**config.mk**
```make
export PLATFORM = sky130hd
export DESIGN_NAME = base64_stream_encoder
export DESIGN_NICKNAME = d
export VERILOG_FILES = /design/src/rtl/b64e_pkg.sv /design/src/rtl/b64e_front.sv /design/src/rtl/b64e_queue.sv /design/src/rtl/b64e_back.sv /design/src/rtl/base64_stream_encoder.sv
export SDC_FILE = /design/constraint.sdc
export NUM_CORES = 1
export LEC_CHECK = 0
export ABC_AREA = 1
export BUFFER_PORTS_ARGS = -buffer_cell sky130_fd_sc_hd__clkbuf_2
export CAP_MARGIN = 5
export CORE_UTILIZATION = 38
export DETAILED_ROUTE_END_ITERATION = 10
export GPL_TIMING_DRIVEN = 0
export PLACE_DENSITY_LB_ADDON = 0.15
export RECOVER_POWER = 100
export SYNTH_ARGS = -nofsm -noshare
export SYNTH_HDL_FRONTEND = slang
export SYNTH_SLANG_ARGS = --single-unit
```
**constraint.sdc**
```tcl
create_clock -name clk -period 2.8 [get_ports clk]
set_clock_uncertainty 0.2 [all_clocks]
set_input_delay 0.42 -clock clk [delete_from_list [all_inputs] [get_ports clk]]
set_output_delay 0.42 -clock clk [all_outputs]
set_load 0.01 [all_outputs]
```
**src/rtl/b64e_pkg.sv**
```systemverilog
// Package for the base64 stream encoder: word types, queue entry type,
// phase codes and the sextet-to-ASCII mapping. No dependencies.
`timescale 1ns / 1ps

package b64e_pkg;

  // Input word: one raw byte and its end-of-message flag
  typedef struct packed {
    logic [7:0] data_byte;
    logic       last_byte;
  } in_word_t;

  // Output word: one ASCII character
  typedef struct packed {
    logic [6:0] out_char;
    logic       end_of_message;
  } out_word_t;

  // Work for the back end: up to four characters for one input byte
  typedef struct packed {
    logic [3:0][6:0] chars;   // chars[0] goes out first
    logic [1:0]      cnt_m1;  // number of characters minus one
    logic            last;    // final character closes the message
  } b64e_job_t;

  // Position of the next byte inside its group of three
  localparam logic [1:0] PHASE_0 = 2'd0;
  localparam logic [1:0] PHASE_1 = 2'd1;
  localparam logic [1:0] PHASE_2 = 2'd2;

  localparam logic [6:0] PAD_CHAR = 7'h3D;  // '='

  localparam int B64E_QUEUE_DEPTH = 2;

  // Standard alphabet: A-Z a-z 0-9 + /
  function automatic logic [6:0] sextet_char(input logic [5:0] v);
    logic [6:0] v7;
    logic [6:0] ch;
    v7 = {1'b0, v};
    if (v < 6'd26) begin
      ch = v7 + 7'h41;             // 'A' + v
    end else if (v < 6'd52) begin
      ch = v7 + 7'h47;             // 'a' + (v - 26)
    end else if (v < 6'd62) begin
      ch = v7 - 7'h04;             // '0' + (v - 52)
    end else if (v == 6'd62) begin
      ch = 7'h2B;                  // '+'
    end else begin
      ch = 7'h2F;                  // '/'
    end
    return ch;
  endfunction

endpackage

```
**src/rtl/b64e_front.sv**
```systemverilog
// Front end of the base64 encoder: accepts bytes, tracks the group phase
// and leftover bits, and builds one job of characters per byte.
// Depends on b64e_pkg.
`timescale 1ns / 1ps

module b64e_front
  import b64e_pkg::*;
(
  input  logic      clk,
  input  logic      rst_n,
  input  logic      in_valid,
  output logic      in_stall,
  input  in_word_t  in_word,
  output logic      job_valid,
  input  logic      job_ready,
  output b64e_job_t job
);

  logic [1:0] phase_r, phase_nxt;
  logic [3:0] carry_r, carry_nxt;
  logic       accept;
  logic [7:0] b;

  assign in_stall  = !job_ready;
  assign job_valid = in_valid;
  assign accept    = in_valid && job_ready;
  assign b         = in_word.data_byte;

  // Split the byte into characters according to the phase
  always_comb begin
    job       = '0;
    job.last  = in_word.last_byte;
    phase_nxt = phase_r;
    carry_nxt = carry_r;
    case (phase_r)
      PHASE_1: begin
        job.chars[0] = sextet_char({carry_r[1:0], b[7:4]});
        if (in_word.last_byte) begin
          job.chars[1] = sextet_char({b[3:0], 2'b00});
          job.chars[2] = PAD_CHAR;
          job.cnt_m1   = 2'd2;
        end else begin
          job.cnt_m1 = 2'd0;
          carry_nxt  = b[3:0];
          phase_nxt  = PHASE_2;
        end
      end
      PHASE_2: begin
        job.chars[0] = sextet_char({carry_r, b[7:6]});
        job.chars[1] = sextet_char(b[5:0]);
        job.cnt_m1   = 2'd1;
        carry_nxt    = 4'd0;
        phase_nxt    = PHASE_0;
      end
      default: begin
        job.chars[0] = sextet_char(b[7:2]);
        if (in_word.last_byte) begin
          job.chars[1] = sextet_char({b[1:0], 4'b0000});
          job.chars[2] = PAD_CHAR;
          job.chars[3] = PAD_CHAR;
          job.cnt_m1   = 2'd3;
        end else begin
          job.cnt_m1 = 2'd0;
          carry_nxt  = {2'b00, b[1:0]};
          phase_nxt  = PHASE_1;
        end
      end
    endcase
    // A message end restarts the group
    if (in_word.last_byte) begin
      phase_nxt = PHASE_0;
      carry_nxt = 4'd0;
    end
  end

  // Phase and leftover bits
  always_ff @(posedge clk) begin
    if (!rst_n) begin
      phase_r <= PHASE_0;
      carry_r <= 4'd0;
    end else if (accept) begin
      phase_r <= phase_nxt;
      carry_r <= carry_nxt;
    end
  end

endmodule

```
**src/rtl/b64e_queue.sv**
```systemverilog
// Short job queue between the encoder front and back ends.
// Register-based FIFO; depends on b64e_pkg for the job type.
`timescale 1ns / 1ps

module b64e_queue
  import b64e_pkg::*;
#(
  parameter int DEPTH = B64E_QUEUE_DEPTH
) (
  input  logic      clk,
  input  logic      rst_n,
  input  logic      push_valid,
  output logic      push_ready,
  input  b64e_job_t push_job,
  output logic      pop_valid,
  input  logic      pop_req,
  output b64e_job_t pop_job
);

  localparam int PTR_W = (DEPTH > 1) ? $clog2(DEPTH) : 1;
  localparam int CNT_W = $clog2(DEPTH + 1);

  b64e_job_t              entry_r [DEPTH];
  logic [PTR_W-1:0]       wr_ptr_r, wr_ptr_nxt;
  logic [PTR_W-1:0]       rd_ptr_r, rd_ptr_nxt;
  logic [CNT_W-1:0]       count_r, count_nxt;
  logic                   push, pop;

  assign push_ready = (count_r != CNT_W'(DEPTH));
  assign pop_valid  = (count_r != '0);
  assign push       = push_valid && push_ready;
  assign pop        = pop_req && pop_valid;
  assign pop_job    = entry_r[rd_ptr_r];

  // Pointer and fill-level update
  always_comb begin
    wr_ptr_nxt = wr_ptr_r;
    rd_ptr_nxt = rd_ptr_r;
    count_nxt  = count_r;
    if (push) begin
      wr_ptr_nxt = (wr_ptr_r == PTR_W'(DEPTH - 1)) ? '0 : wr_ptr_r + 1'b1;
    end
    if (pop) begin
      rd_ptr_nxt = (rd_ptr_r == PTR_W'(DEPTH - 1)) ? '0 : rd_ptr_r + 1'b1;
    end
    if (push && !pop) begin
      count_nxt = count_r + 1'b1;
    end else if (pop && !push) begin
      count_nxt = count_r - 1'b1;
    end
  end

  always_ff @(posedge clk) begin
    if (!rst_n) begin
      wr_ptr_r <= '0;
      rd_ptr_r <= '0;
      count_r  <= '0;
    end else begin
      wr_ptr_r <= wr_ptr_nxt;
      rd_ptr_r <= rd_ptr_nxt;
      count_r  <= count_nxt;
    end
  end

  // Storage, no reset needed
  always_ff @(posedge clk) begin
    if (push) begin
      entry_r[wr_ptr_r] <= push_job;
    end
  end

endmodule

```
**src/rtl/b64e_back.sv**
```systemverilog
// Back end of the base64 encoder: takes jobs from the queue and sends
// their characters one per cycle while out_stall is low, through a
// registered output word. Depends on b64e_pkg.
`timescale 1ns / 1ps

module b64e_back
  import b64e_pkg::*;
(
  input  logic      clk,
  input  logic      rst_n,
  input  logic      q_valid,
  output logic      q_pop,
  input  b64e_job_t q_job,
  output logic      out_valid,
  input  logic      out_stall,
  output out_word_t out_word
);

  logic      busy_r, busy_nxt;
  b64e_job_t job_r, job_nxt;
  logic [1:0] idx_r, idx_nxt;
  logic      out_valid_r, out_valid_nxt;
  out_word_t out_word_r, out_word_nxt;
  logic      out_adv;
  logic      at_end;

  assign out_valid = out_valid_r;
  assign out_word  = out_word_r;
  assign out_adv   = !out_valid_r || !out_stall;
  assign at_end    = (idx_r == job_r.cnt_m1);

  // Character sequencer
  always_comb begin
    busy_nxt      = busy_r;
    job_nxt       = job_r;
    idx_nxt       = idx_r;
    out_valid_nxt = out_valid_r;
    out_word_nxt  = out_word_r;
    q_pop         = 1'b0;
    if (out_adv) begin
      out_valid_nxt = busy_r;
      out_word_nxt.out_char       = job_r.chars[idx_r];
      out_word_nxt.end_of_message = job_r.last && at_end;
      if (!busy_r || at_end) begin
        // load the next job, or go idle
        q_pop    = q_valid;
        busy_nxt = q_valid;
        job_nxt  = q_job;
        idx_nxt  = 2'd0;
      end else begin
        idx_nxt = idx_r + 2'd1;
      end
    end
  end

  always_ff @(posedge clk) begin
    if (!rst_n) begin
      busy_r      <= 1'b0;
      out_valid_r <= 1'b0;
      idx_r       <= 2'd0;
    end else begin
      busy_r      <= busy_nxt;
      out_valid_r <= out_valid_nxt;
      idx_r       <= idx_nxt;
    end
  end

  always_ff @(posedge clk) begin
    job_r      <= job_nxt;
    out_word_r <= out_word_nxt;
  end

`ifndef SYNTH
  // Character index stays within the loaded job
  a_idx_in_job: assert property (@(posedge clk) disable iff (!rst_n)
    busy_r |-> idx_r <= job_r.cnt_m1)
    else $error("b64e_back: index beyond job length");

  // A popped job starts at its first character
  a_pop_loads: assert property (@(posedge clk) disable iff (!rst_n)
    q_pop |=> busy_r && idx_r == 2'd0)
    else $error("b64e_back: popped job not loaded");

  // Every message has at least four characters, so two ends never follow
  a_eom_spacing: assert property (@(posedge clk) disable iff (!rst_n)
    out_valid_r && !out_stall && out_word_r.end_of_message |=>
      !(out_valid_r && out_word_r.end_of_message))
    else $error("b64e_back: back-to-back end of message");
`endif

endmodule

```
**src/rtl/base64_stream_encoder.sv**
```systemverilog
// Top level of the streaming base64 encoder (standard alphabet, '=' pad).
// Instantiates b64e_front, b64e_queue and b64e_back; depends on b64e_pkg.
//
//   channel  direction  handshake            word
//   in_      input      in_valid / in_stall  in_word_t  (data_byte, last_byte)
//   out_     output     out_valid / out_stall out_word_t (out_char, end_of_message)
//
// The output sends one character per cycle while out_stall is low; a byte
// yields one, two, three or four characters (about 4/3 per byte over a long
// message), as the back end has a single character port.
// With the back end idle, an accepted byte is written into a queue entry,
// then into the back-end job register, then into the output register.
// Reset is synchronous, active low, and clears phase, queue and output valid.
// in_stall rises only when the job queue is full; out_stall holds the output.
`timescale 1ns / 1ps

module base64_stream_encoder
  import b64e_pkg::*;
#(
  parameter int QUEUE_DEPTH = B64E_QUEUE_DEPTH
) (
  input  logic      clk,
  input  logic      rst_n,
  input  logic      in_valid,
  output logic      in_stall,
  input  in_word_t  in_word,
  output logic      out_valid,
  input  logic      out_stall,
  output out_word_t out_word
);

  logic      f_job_valid;
  logic      f_job_ready;
  b64e_job_t f_job;
  logic      q_valid;
  logic      q_pop;
  b64e_job_t q_job;

  // Byte intake and classification
  b64e_front u_front (
    .clk       (clk),
    .rst_n     (rst_n),
    .in_valid  (in_valid),
    .in_stall  (in_stall),
    .in_word   (in_word),
    .job_valid (f_job_valid),
    .job_ready (f_job_ready),
    .job       (f_job)
  );

  // Decoupling queue
  b64e_queue #(
    .DEPTH (QUEUE_DEPTH)
  ) u_queue (
    .clk        (clk),
    .rst_n      (rst_n),
    .push_valid (f_job_valid),
    .push_ready (f_job_ready),
    .push_job   (f_job),
    .pop_valid  (q_valid),
    .pop_req    (q_pop),
    .pop_job    (q_job)
  );

  // Character output
  b64e_back u_back (
    .clk       (clk),
    .rst_n     (rst_n),
    .q_valid   (q_valid),
    .q_pop     (q_pop),
    .q_job     (q_job),
    .out_valid (out_valid),
    .out_stall (out_stall),
    .out_word  (out_word)
  );

endmodule
```
# Word level (Yosys, flattened, before mapping)
# Memory sizes are Yosys's and may differ from the RTL's. A register that Yosys moved wholly into a read port is not among the register bits.
# Cells that the tools add are included.
# word_totals
word_cells	123
n_memories	1
in_bits	13
ff_bits	29
ram_bits	60
# op_classes
mux	44
n_eq_ne	8
addsub	23
n_reduce_logical	17
magnitude_cmp	19
# mem_list
name	words	width	rd	rd_clocked_by_memory_dff	write_ports	line	rtl
u_queue.entry_r	2	30	1	1	1	b64e_queue.sv:23	b64e_job_t entry_r [DEPTH];
# op_table
op	n
$mux 7	19
$add 6x7->7 const B	12
$lt 6x6->1 const B	12
$sub 6x3->7 const B	6
$lt 6x5->1 const B	6
$pmux 16 s2	1
$eq 6x6->1 const B	4
$mux 20	1
$bmux 7 s2	1
$pmux 7 s2	1
$mux 13	1
$mux 2	6
$mux 3	4
$pmux 4 s2	1
$logic_not 1->1	6
$mux 1	6
$mux 6	1
$logic_and 1x1->1	5
$add 2x1->2 const B	2
$mux 4	1
$pmux 2 s2	1
$reduce_bool 2->1	2
$lt 2x3->1 const B	1
$add 1x1->1 const B	2
8 further kinds	9

# Logic depth before layout (Yosys ltp)
# Gate-level depths: netlist of the first run.
# depth
word_depth	8
depth_mapped	16
depth_no_buf	15

# Cells and area by module
# Synthesis of the first run repeated with hierarchy kept, for this count alone.
# unflattened
cells_unflattened	697
area_unflattened_um2	6590.1
# by_module_without_submodules
module	cells_each	n_inst	area_per_inst_um2
b64e_queue	133	1	2487.4
b64e_front	451	1	2479.9
b64e_back	113	1	1622.8

# Least setup slack after synthesis of the first run
# Ideal clock, no wire load.
# synth_timing
path_type	in2reg
start	input port out_stall
end	register u_queue.count_r[1]
stages	9
t_arrival_ps	2299
setup_time_ps	122
path_buffers	0
path_slack_ps	179
required_time_ps	2478
cell_sequence	nand2_1 -> inv_1 -> a21oi_2 -> o21ai_2 -> ha_1 -> a21oi_1 -> o21ai_0 -> o21ai_0 -> a21oi_1
# synth_via
elab_chain_len	7
word_cells_on_any_way	9
cone_classes	2 x mux; 7 x reduce/logical
# synth_rtl
element	line	rtl
start: declaration	base64_stream_encoder.sv:28	input logic out_stall,
$logic_not 1->1 (*)	b64e_back.sv:29	assign out_adv = !out_valid_r || !out_stall;
$logic_or 1x1->1 (*)	b64e_back.sv:29	
$mux 1 (*)	b64e_back.sv:40	if (out_adv) begin
$logic_and 1x1->1 (*)	b64e_queue.sv:32	assign pop = pop_req && pop_valid;
$logic_not 1->1	b64e_queue.sv:46	if (push && !pop) begin
$logic_and 1x1->1	b64e_queue.sv:46	
$mux 2 / $reduce_bool 2->1 (equally long branches)	-	
end signal: assignment	b64e_queue.sv:61	count_r <= count_nxt;
end: declaration	b64e_queue.sv:26	logic [CNT_W-1:0] count_r, count_nxt;
# Mark *: on every way between the ends. The rest lies on a longest branch, timed or not.
# A chain may end at the register's enable or synchronous reset.

==> results of run 1 <==
[cells by family after synthesis]
logic type               share of synthesized area (%)
AO/OA/AOI/OAI                                     11.2
XOR/XNOR                                          3.04
adder cells (fa/ha/maj)                           6.64
buffers and inverters                             7.33
flip-flops                                        43.7
AND/OR/NAND/NOR                                   28.1
[power by group through the flow]
stage               sequential [mW]  combinational, mW  clock, mW
floorplan                      1.83              0.848          0
global placement               1.82               1.21          0
detailed placement             1.83               1.24          0
CTS                            1.81               1.26       1.17
global route                   1.85               1.40       1.22
finish                         1.81               1.21       1.14
[final cells by class]
type | count | area, um^2
clock buffers | 10 | 239
plain buffers | 18 | 113
inverters | 60 | 228
clock inverters | 6 | 61.3
repair buffers | 23 | 97.6
multi-input cells | 456 | 2390
well taps | 172 | 215
flip-flops and latches | 76 | 2140
fillers | 1331 | 7130
[cells in the mapped netlist (9+ instances only)]
master,count
nand2_1,190
edfxtp_1,62
nand3_1,48
nor2_1,42
inv_1,38
o21ai_0,35
ha_1,26
a21oi_1,23
inv_2,20
o21ai_1,16
dfxtp_1,14
o211ai_1,13
xor2_1,11
nand2_2,9
[registers in the layout, summed over array words and instances (netlist names)]
name and flops:
u_queue.rd_ptr_r 1, u_back.job_r 18, u_queue.entry_r 36, u_back.out_valid 1, u_back.busy_r 1, u_front.carry_r 4
u_queue.count_r 2, u_back.out_word 8, u_front.phase_r 2, u_back.idx_r 2, u_queue.wr_ptr_r 1
[final timing paths]
kind,start,to,cells after the start
hold / removal,rst_n,u_queue.rd_ptr_r,3
setup reg to reg,u_front.carry_r[0],u_queue.entry_r[0][6],10
setup / recovery,in_word[2],u_queue.entry_r[1][16],17
hold reg to reg,u_front.phase_r[0],u_front.phase_r[0],2
[critical path: cells and delay by family]
| kind | cells | cell delay [ns] |
|---|---|---|
| buf+inv | 6 | 0.74 |
| simple gates | 7 | 0.55 |
| fa+ha+maj | 2 | 0.45 |
| compound gates | 2 | 0.32 |
[what timing repair did]
item	in CTS	in global routing
setup buffers	0	0
pin swaps	0	0
hold buffers	0	0
gates resized for setup	1	0
endpoints found under the hold margin	0	0
cloned	0	1
endpoints found under the setup margin	1	1
[metrics by stage]
step | cells | hold WS [ns]
after floorplan | 609 | 0.253
after global routing | 821 | 0.246
after detailed placement | 804 | 0.279
final | 821 | 0.249
after CTS | 820 | 0.215
after global placement | 803 | 0.264
[layer usage]
| layer | routed length, um | vias to the layer above | part of all wire [%] | GRT usage [%] |
|---|---|---|---|---|
| li1 | - | 2105 | - | - |
| met4 | 138 | 0 | 1.2 | 6.32 |
| met1 | 5200 | 1883 | 44 | 23.6 |
| met5 | 0 | - | 0 | 0 |
| met3 | 481 | 8 | 4.1 | 3.24 |
| met2 | 5910 | 98 | 50 | 31.8 |
==> results.md, run 1 <==
* Status: complete, no violations
* Core Area at 12,600 um^2
* DP HPWL at 8.79 mm
* Place WS at -0.393 ns
* P_int at 2.77 mW
* Synth Cell Area at 4900 um^2
* CTS tree: yes
* Relative slew slack at 33.4%
* Switch Pwr at 1.39 mW
* Pleak at 2.33 nW
* Ys flop type: edfxtp_1
* Gr usage total at 18.5%
* Critical Path Start Type: input pin
* 1st-iter DRT viols at 279
* Post-synth ARST share at 0%
* Pin count of the biggest net entering global routing at 22
* Vias/cell at 4.99
* Fin util at 43.5%
* Vias at 4,094
* Slew Viols, Final at 0
* Design area at 5490 um^2
* Dpl cell area at 5250 um^2
* Total Nets Final at 683
* Most frequent cells in the layout: nand2_1 (193), edfxtp_1 (62), nand3_1 (49), inv_1 (45), nor2_1 (43)
* Seq pwr share at 43.5%
* Worst R2R Setup Slack at 0.25 ns
* DR pass1 iterations at 5
* Post-route ant nets at 0
* Share of cells above drive strength 1 at 11.1%
* Worst-path cell chain: clkbuf_2, clkbuf_4, inv_1, ha_1, inv_2, nand2_1, nand2_1, nand2_1, inv_1, ha_1, inv_1, nand2_1, nand3_1, o21ai_1, nand2_1, nand2_1, a21oi_1
* Seq cells post-synth at 76
* Design Power at 4.16 mW
* Library cells used by synthesis at 37
* Final hold viol count at 0
* Syn_nets at 648
* Yosys top cell area share at 38.0%
* Sum Neg Setup Slack at 0 ns
* Required @ worst endpoint at 2.73 ns
* Port Buf Inserts at 22
* Core Rows at 41
* Root buf cell: clkbuf_16
* GPL Wtd Cong at 0.947
* Crit path max fanout at 8
* Max Clock Freq at 0.389 GHz
* Maximum vdd drop at 0.000305 V
* Crit path DAT at 2.49 ns
* Reg clk slew, reported paths at 0.06 ns
* Crit Path Class: input pin to flop
* Num ports at 23
* CP max stage delay at 0.28 ns
* Clock Power Share at 27.4%
* Number of global-route vias before repair at 3,852
* Tmin final at 2.57 ns
* CTS buffer count at 9
* Area delta synth->final at 12.0%
* Initial Utilization at 38.8%
* Number of synthesis warnings at 0
* Register area share after synthesis at 43.7%
* Crit. End Element: flop
* Worst slew pin tran at 0.999 ns
* Number of synthesized flops with an enable pin at 62
* Commonest non-fill, non-tap cell in the layout: nand2_1
* Total gr overflow at 0
* Later-pin clock latency in the skew report at 0.32 ns
* Final Cycle Share at 91.7%
* Final setup vio count at 0
* H-tree Lvls at 3
* Maximum capacitance violations at 0
* Cell Pwr Density at 758 nW/um^2
* Die height at 116 um
* Top cells by area, synth: edfxtp_1 (38%), nand2_1 (15%), ha_1 (6.6%), dfxtp_1 (5.7%), nand3_1 (4.9%)
* CP max-delay cell: ha_1
* Comb pwr share at 29.1%
* Chip width at 116 um
* RSZ-0062 raised after global routing: false
* Die ar. at 13,400 um^2
* Antenna diodes at 0
* Area leader, netlist: edfxtp_1
* Syn Area/Cell at 8.05 um^2
* Maximum clock insertion buffer count at 2
* Detailed Route WL at 11.7 mm
* Global-route wire length before repair at 19.2 mm
* Wire length per cell at 14.3 um
* Crit-path most repeated cell: nand2_1
* CTS Sinks at 76
* Hold WC Path Type: input pin to flop
* Final worst slack at 0.232 ns
* Initial antenna violation count at 0
* Switching Share at 33.4%
* Post-Synthesis Cells at 609
* # DRC at 0
(Power assumes the default switching activity.)
==> run 2: changes to the inputs <==
--- a/config.mk
+++ b/config.mk
@@ -6,13 +6,13 @@
 export NUM_CORES = 1
 export LEC_CHECK = 0
 export ABC_AREA = 1
-export BUFFER_PORTS_ARGS = -buffer_cell sky130_fd_sc_hd__clkbuf_2
+export BUFFER_PORTS_ARGS = -buffer_cell sky130_fd_sc_hd__buf_2
 export CAP_MARGIN = 5
 export CORE_UTILIZATION = 38
 export DETAILED_ROUTE_END_ITERATION = 10
-export GPL_TIMING_DRIVEN = 0
 export PLACE_DENSITY_LB_ADDON = 0.15
 export RECOVER_POWER = 100
+export SLEW_MARGIN = 20
 export SYNTH_ARGS = -nofsm -noshare
 export SYNTH_HDL_FRONTEND = slang
 export SYNTH_SLANG_ARGS = --single-unit
==> results.md, run 2 (synthesized netlist as in run 1, its figures left out) <==
* Status: complete, no violations (unchanged)
* Commonest non-fill, non-tap cell in the layout: nand2_1 (unchanged)
* Number of global-route vias before repair at 3,841 (was 3,852)
* Non-filler instance count after layout at 810 (was 821)
* Largest register FFs at 36 (unchanged)
* Maximum clock insertion buffer count at 2 (unchanged)
* Final worst slack at 0.385 ns (was 0.232 ns)
* Port Buf Inserts at 22 (unchanged)
* Die ar. at 13,400 um^2 (unchanged)
* Number of setup buffers added after CTS at 0 (unchanged)
* Crit path DAT at 2.26 ns (was 2.49 ns)
* Relative slew slack at 28.6% (was 33.4%)
* Cell Pwr Density at 772 nW/um^2 (was 758 nW/um^2)
* GPL Wtd Cong at 0.896 (was 0.947)
* Met2 usage at 31.6% (was 31.8%)
* Pin count of the biggest net entering global routing at 21 (was 22)
* Final hold slack at 0.217 ns (was 0.249 ns)
* CTS buffer count at 9 (unchanged)
* Total Nets Final at 672 (was 683)
* Largest register by flop count: u_queue.entry_r (unchanged)
* Die height at 116 um (unchanged)
* Max Clock Freq at 0.414 GHz (was 0.389 GHz)
* M3 GR Usage at 2.35% (was 3.24%)
* Comb pwr share at 28.1% (was 29.1%)
* CTS tree: yes (unchanged)
* Chip width at 116 um (unchanged)
* Final hold viol count at 0 (unchanged)
* Most frequent cells in the layout: nand2_1 (191), edfxtp_1 (62), nand3_1 (50), inv_1 (43), nor2_1 (42) (was nand2_1 (193), edfxtp_1 (62), nand3_1 (49), inv_1 (45), nor2_1 (43))
* Initial Utilization at 38.8% (unchanged)
* Final setup vio count at 0 (unchanged)
* # hold bufs at CTS at 0 (unchanged)
* Global-route wire length before repair at 19.7 mm (was 19.2 mm)
* Maximum capacitance violations at 0 (unchanged)
* Critical Path Start Type: flop (was input pin)
* Sum Neg Setup Slack at 0 ns (unchanged)
* Slew Viols, Final at 0 (unchanged)
* Tmin final at 2.42 ns (was 2.57 ns)
* P_int at 2.85 mW (was 2.77 mW)
* Crit path max fanout at 10 (was 8)
* Placed Instances at 794 (was 804)
* Grt met1 use at 25.7% (was 23.6%)
* Worst slew pin tran at 1.07 ns (was 0.999 ns)
* Switch Pwr at 1.36 mW (was 1.39 mW)
* Post-route ant nets at 0 (unchanged)
* Vias at 4,106 (was 4,094)
* Maximum vdd drop at 0.000289 V (was 0.000305 V)
* Num ports at 23 (unchanged)
* Core Rows at 41 (unchanged)
* Initial antenna violation count at 0 (unchanged)
* Reg clk slew, reported paths at 0.06 ns (about the same)
* Wire length per cell at 14.6 um (was 14.3 um)
* Most Crowded Layer GR: met2 (unchanged)
* Switching Share at 32.3% (was 33.4%)
* Seq pwr share at 43.0% (was 43.5%)
* Clock Power Share at 28.9% (was 27.4%)
* DR pass1 iterations at 5 (unchanged)
* Place WS at 0.223 ns (was -0.393 ns)
* Vias/cell at 5.07 (was 4.99)
* Final Cycle Share at 86.3% (was 91.7%)
* Antenna diodes at 0 (unchanged)
* CTS Sinks at 76 (unchanged)
* Core Area at 12,600 um^2 (unchanged)
* 1st-iter DRT viols at 287 (was 279)
* Hold WC Path Type: input pin to flop (unchanged)
* # DRC at 0 (unchanged)
* Post-CTS sizing at 0 (was 1)
* Root buf cell: clkbuf_16 (unchanged)
* Area delta synth->final at 11.2% (was 12.0%)
* H-tree Lvls at 3 (unchanged)
* Required @ worst endpoint at 2.65 ns (was 2.73 ns)
* Later-pin clock latency in the skew report at 0.33 ns (was 0.32 ns)
* Crit Path Class: flop to flop (was input pin to flop)
* Pleak at 2.31 nW (was 2.33 nW)
* Total gr overflow at 0 (unchanged)
* Detailed Route WL at 11.8 mm (was 11.7 mm)
* Share of cells above drive strength 1 at 10.8% (was 11.1%)
* Gr usage total at 19.1% (was 18.5%)
* RSZ-0062 raised after global routing: false (unchanged)
* Crit. End Element: flop (unchanged)
* DP HPWL at 8.97 mm (was 8.79 mm)
-- run 2: per-stage QoR --
step           power (mW)  utilization (%)  area (um^2)
3_5_place_dp         3.06             41.0         5170
4_1_cts              4.29             43.6         5500
3_3_place_gp         3.06             41.0         5170
6_report             4.21             43.2         5450
5_1_grt              4.50             43.2         5450
2_1_floorplan        2.68                -         4900
-- run 2: power by group through the flow --
stage / registers [mW] / clock network [mW] / logic, mW
finish: 1.81 / 1.22 / 1.18
global route: 1.84 / 1.30 / 1.36
CTS: 1.81 / 1.25 / 1.24
detailed placement: 1.83 / 0 / 1.23
global placement: 1.83 / 0 / 1.23
floorplan: 1.83 / 0 / 0.848
-- run 2: area by class of cell --
type,count,area [um^2]
Sequential cell,76,2140
Clock buffer,13,283
Timing Repair Buffer,31,143
Fill cell,1299,7170
Tap cell,172,215
Clock inverter,3,40.0
Inverter,60,240
Multi-Input combinational cell,455,2390
-- run 2: worst paths after layout --
check	from	end	slack, ns	cells after the start
worst min register to register	u_front.phase_r[0]	u_front.phase_r[0]	0.29	2
worst min-delay path	rst_n	u_front.phase_r[1]	0.22	2
worst max-delay path	u_front.carry_r[1]	u_queue.entry_r[1][3]	0.38	8
worst max register to register	u_front.carry_r[1]	u_queue.entry_r[1][3]	0.38	8
-- run 2: layer usage --
metal  vias up  share of wire [%]
met5         -                  0
met4         0                1.2
met3        14                3.5
met2       102                 48
met1      1907                 47
li1       2083                  -
-- run 2: worst max-delay path: stages, from the launching register on --
cell,delay [ns]
dfxtp_1,0.56
inv_2,0.16
ha_1,0.23
nand3_1,0.08
nand3_1,0.32
inv_2,0.23
o21ai_0,0.10
nand3_1,0.10
nand3_1,0.14
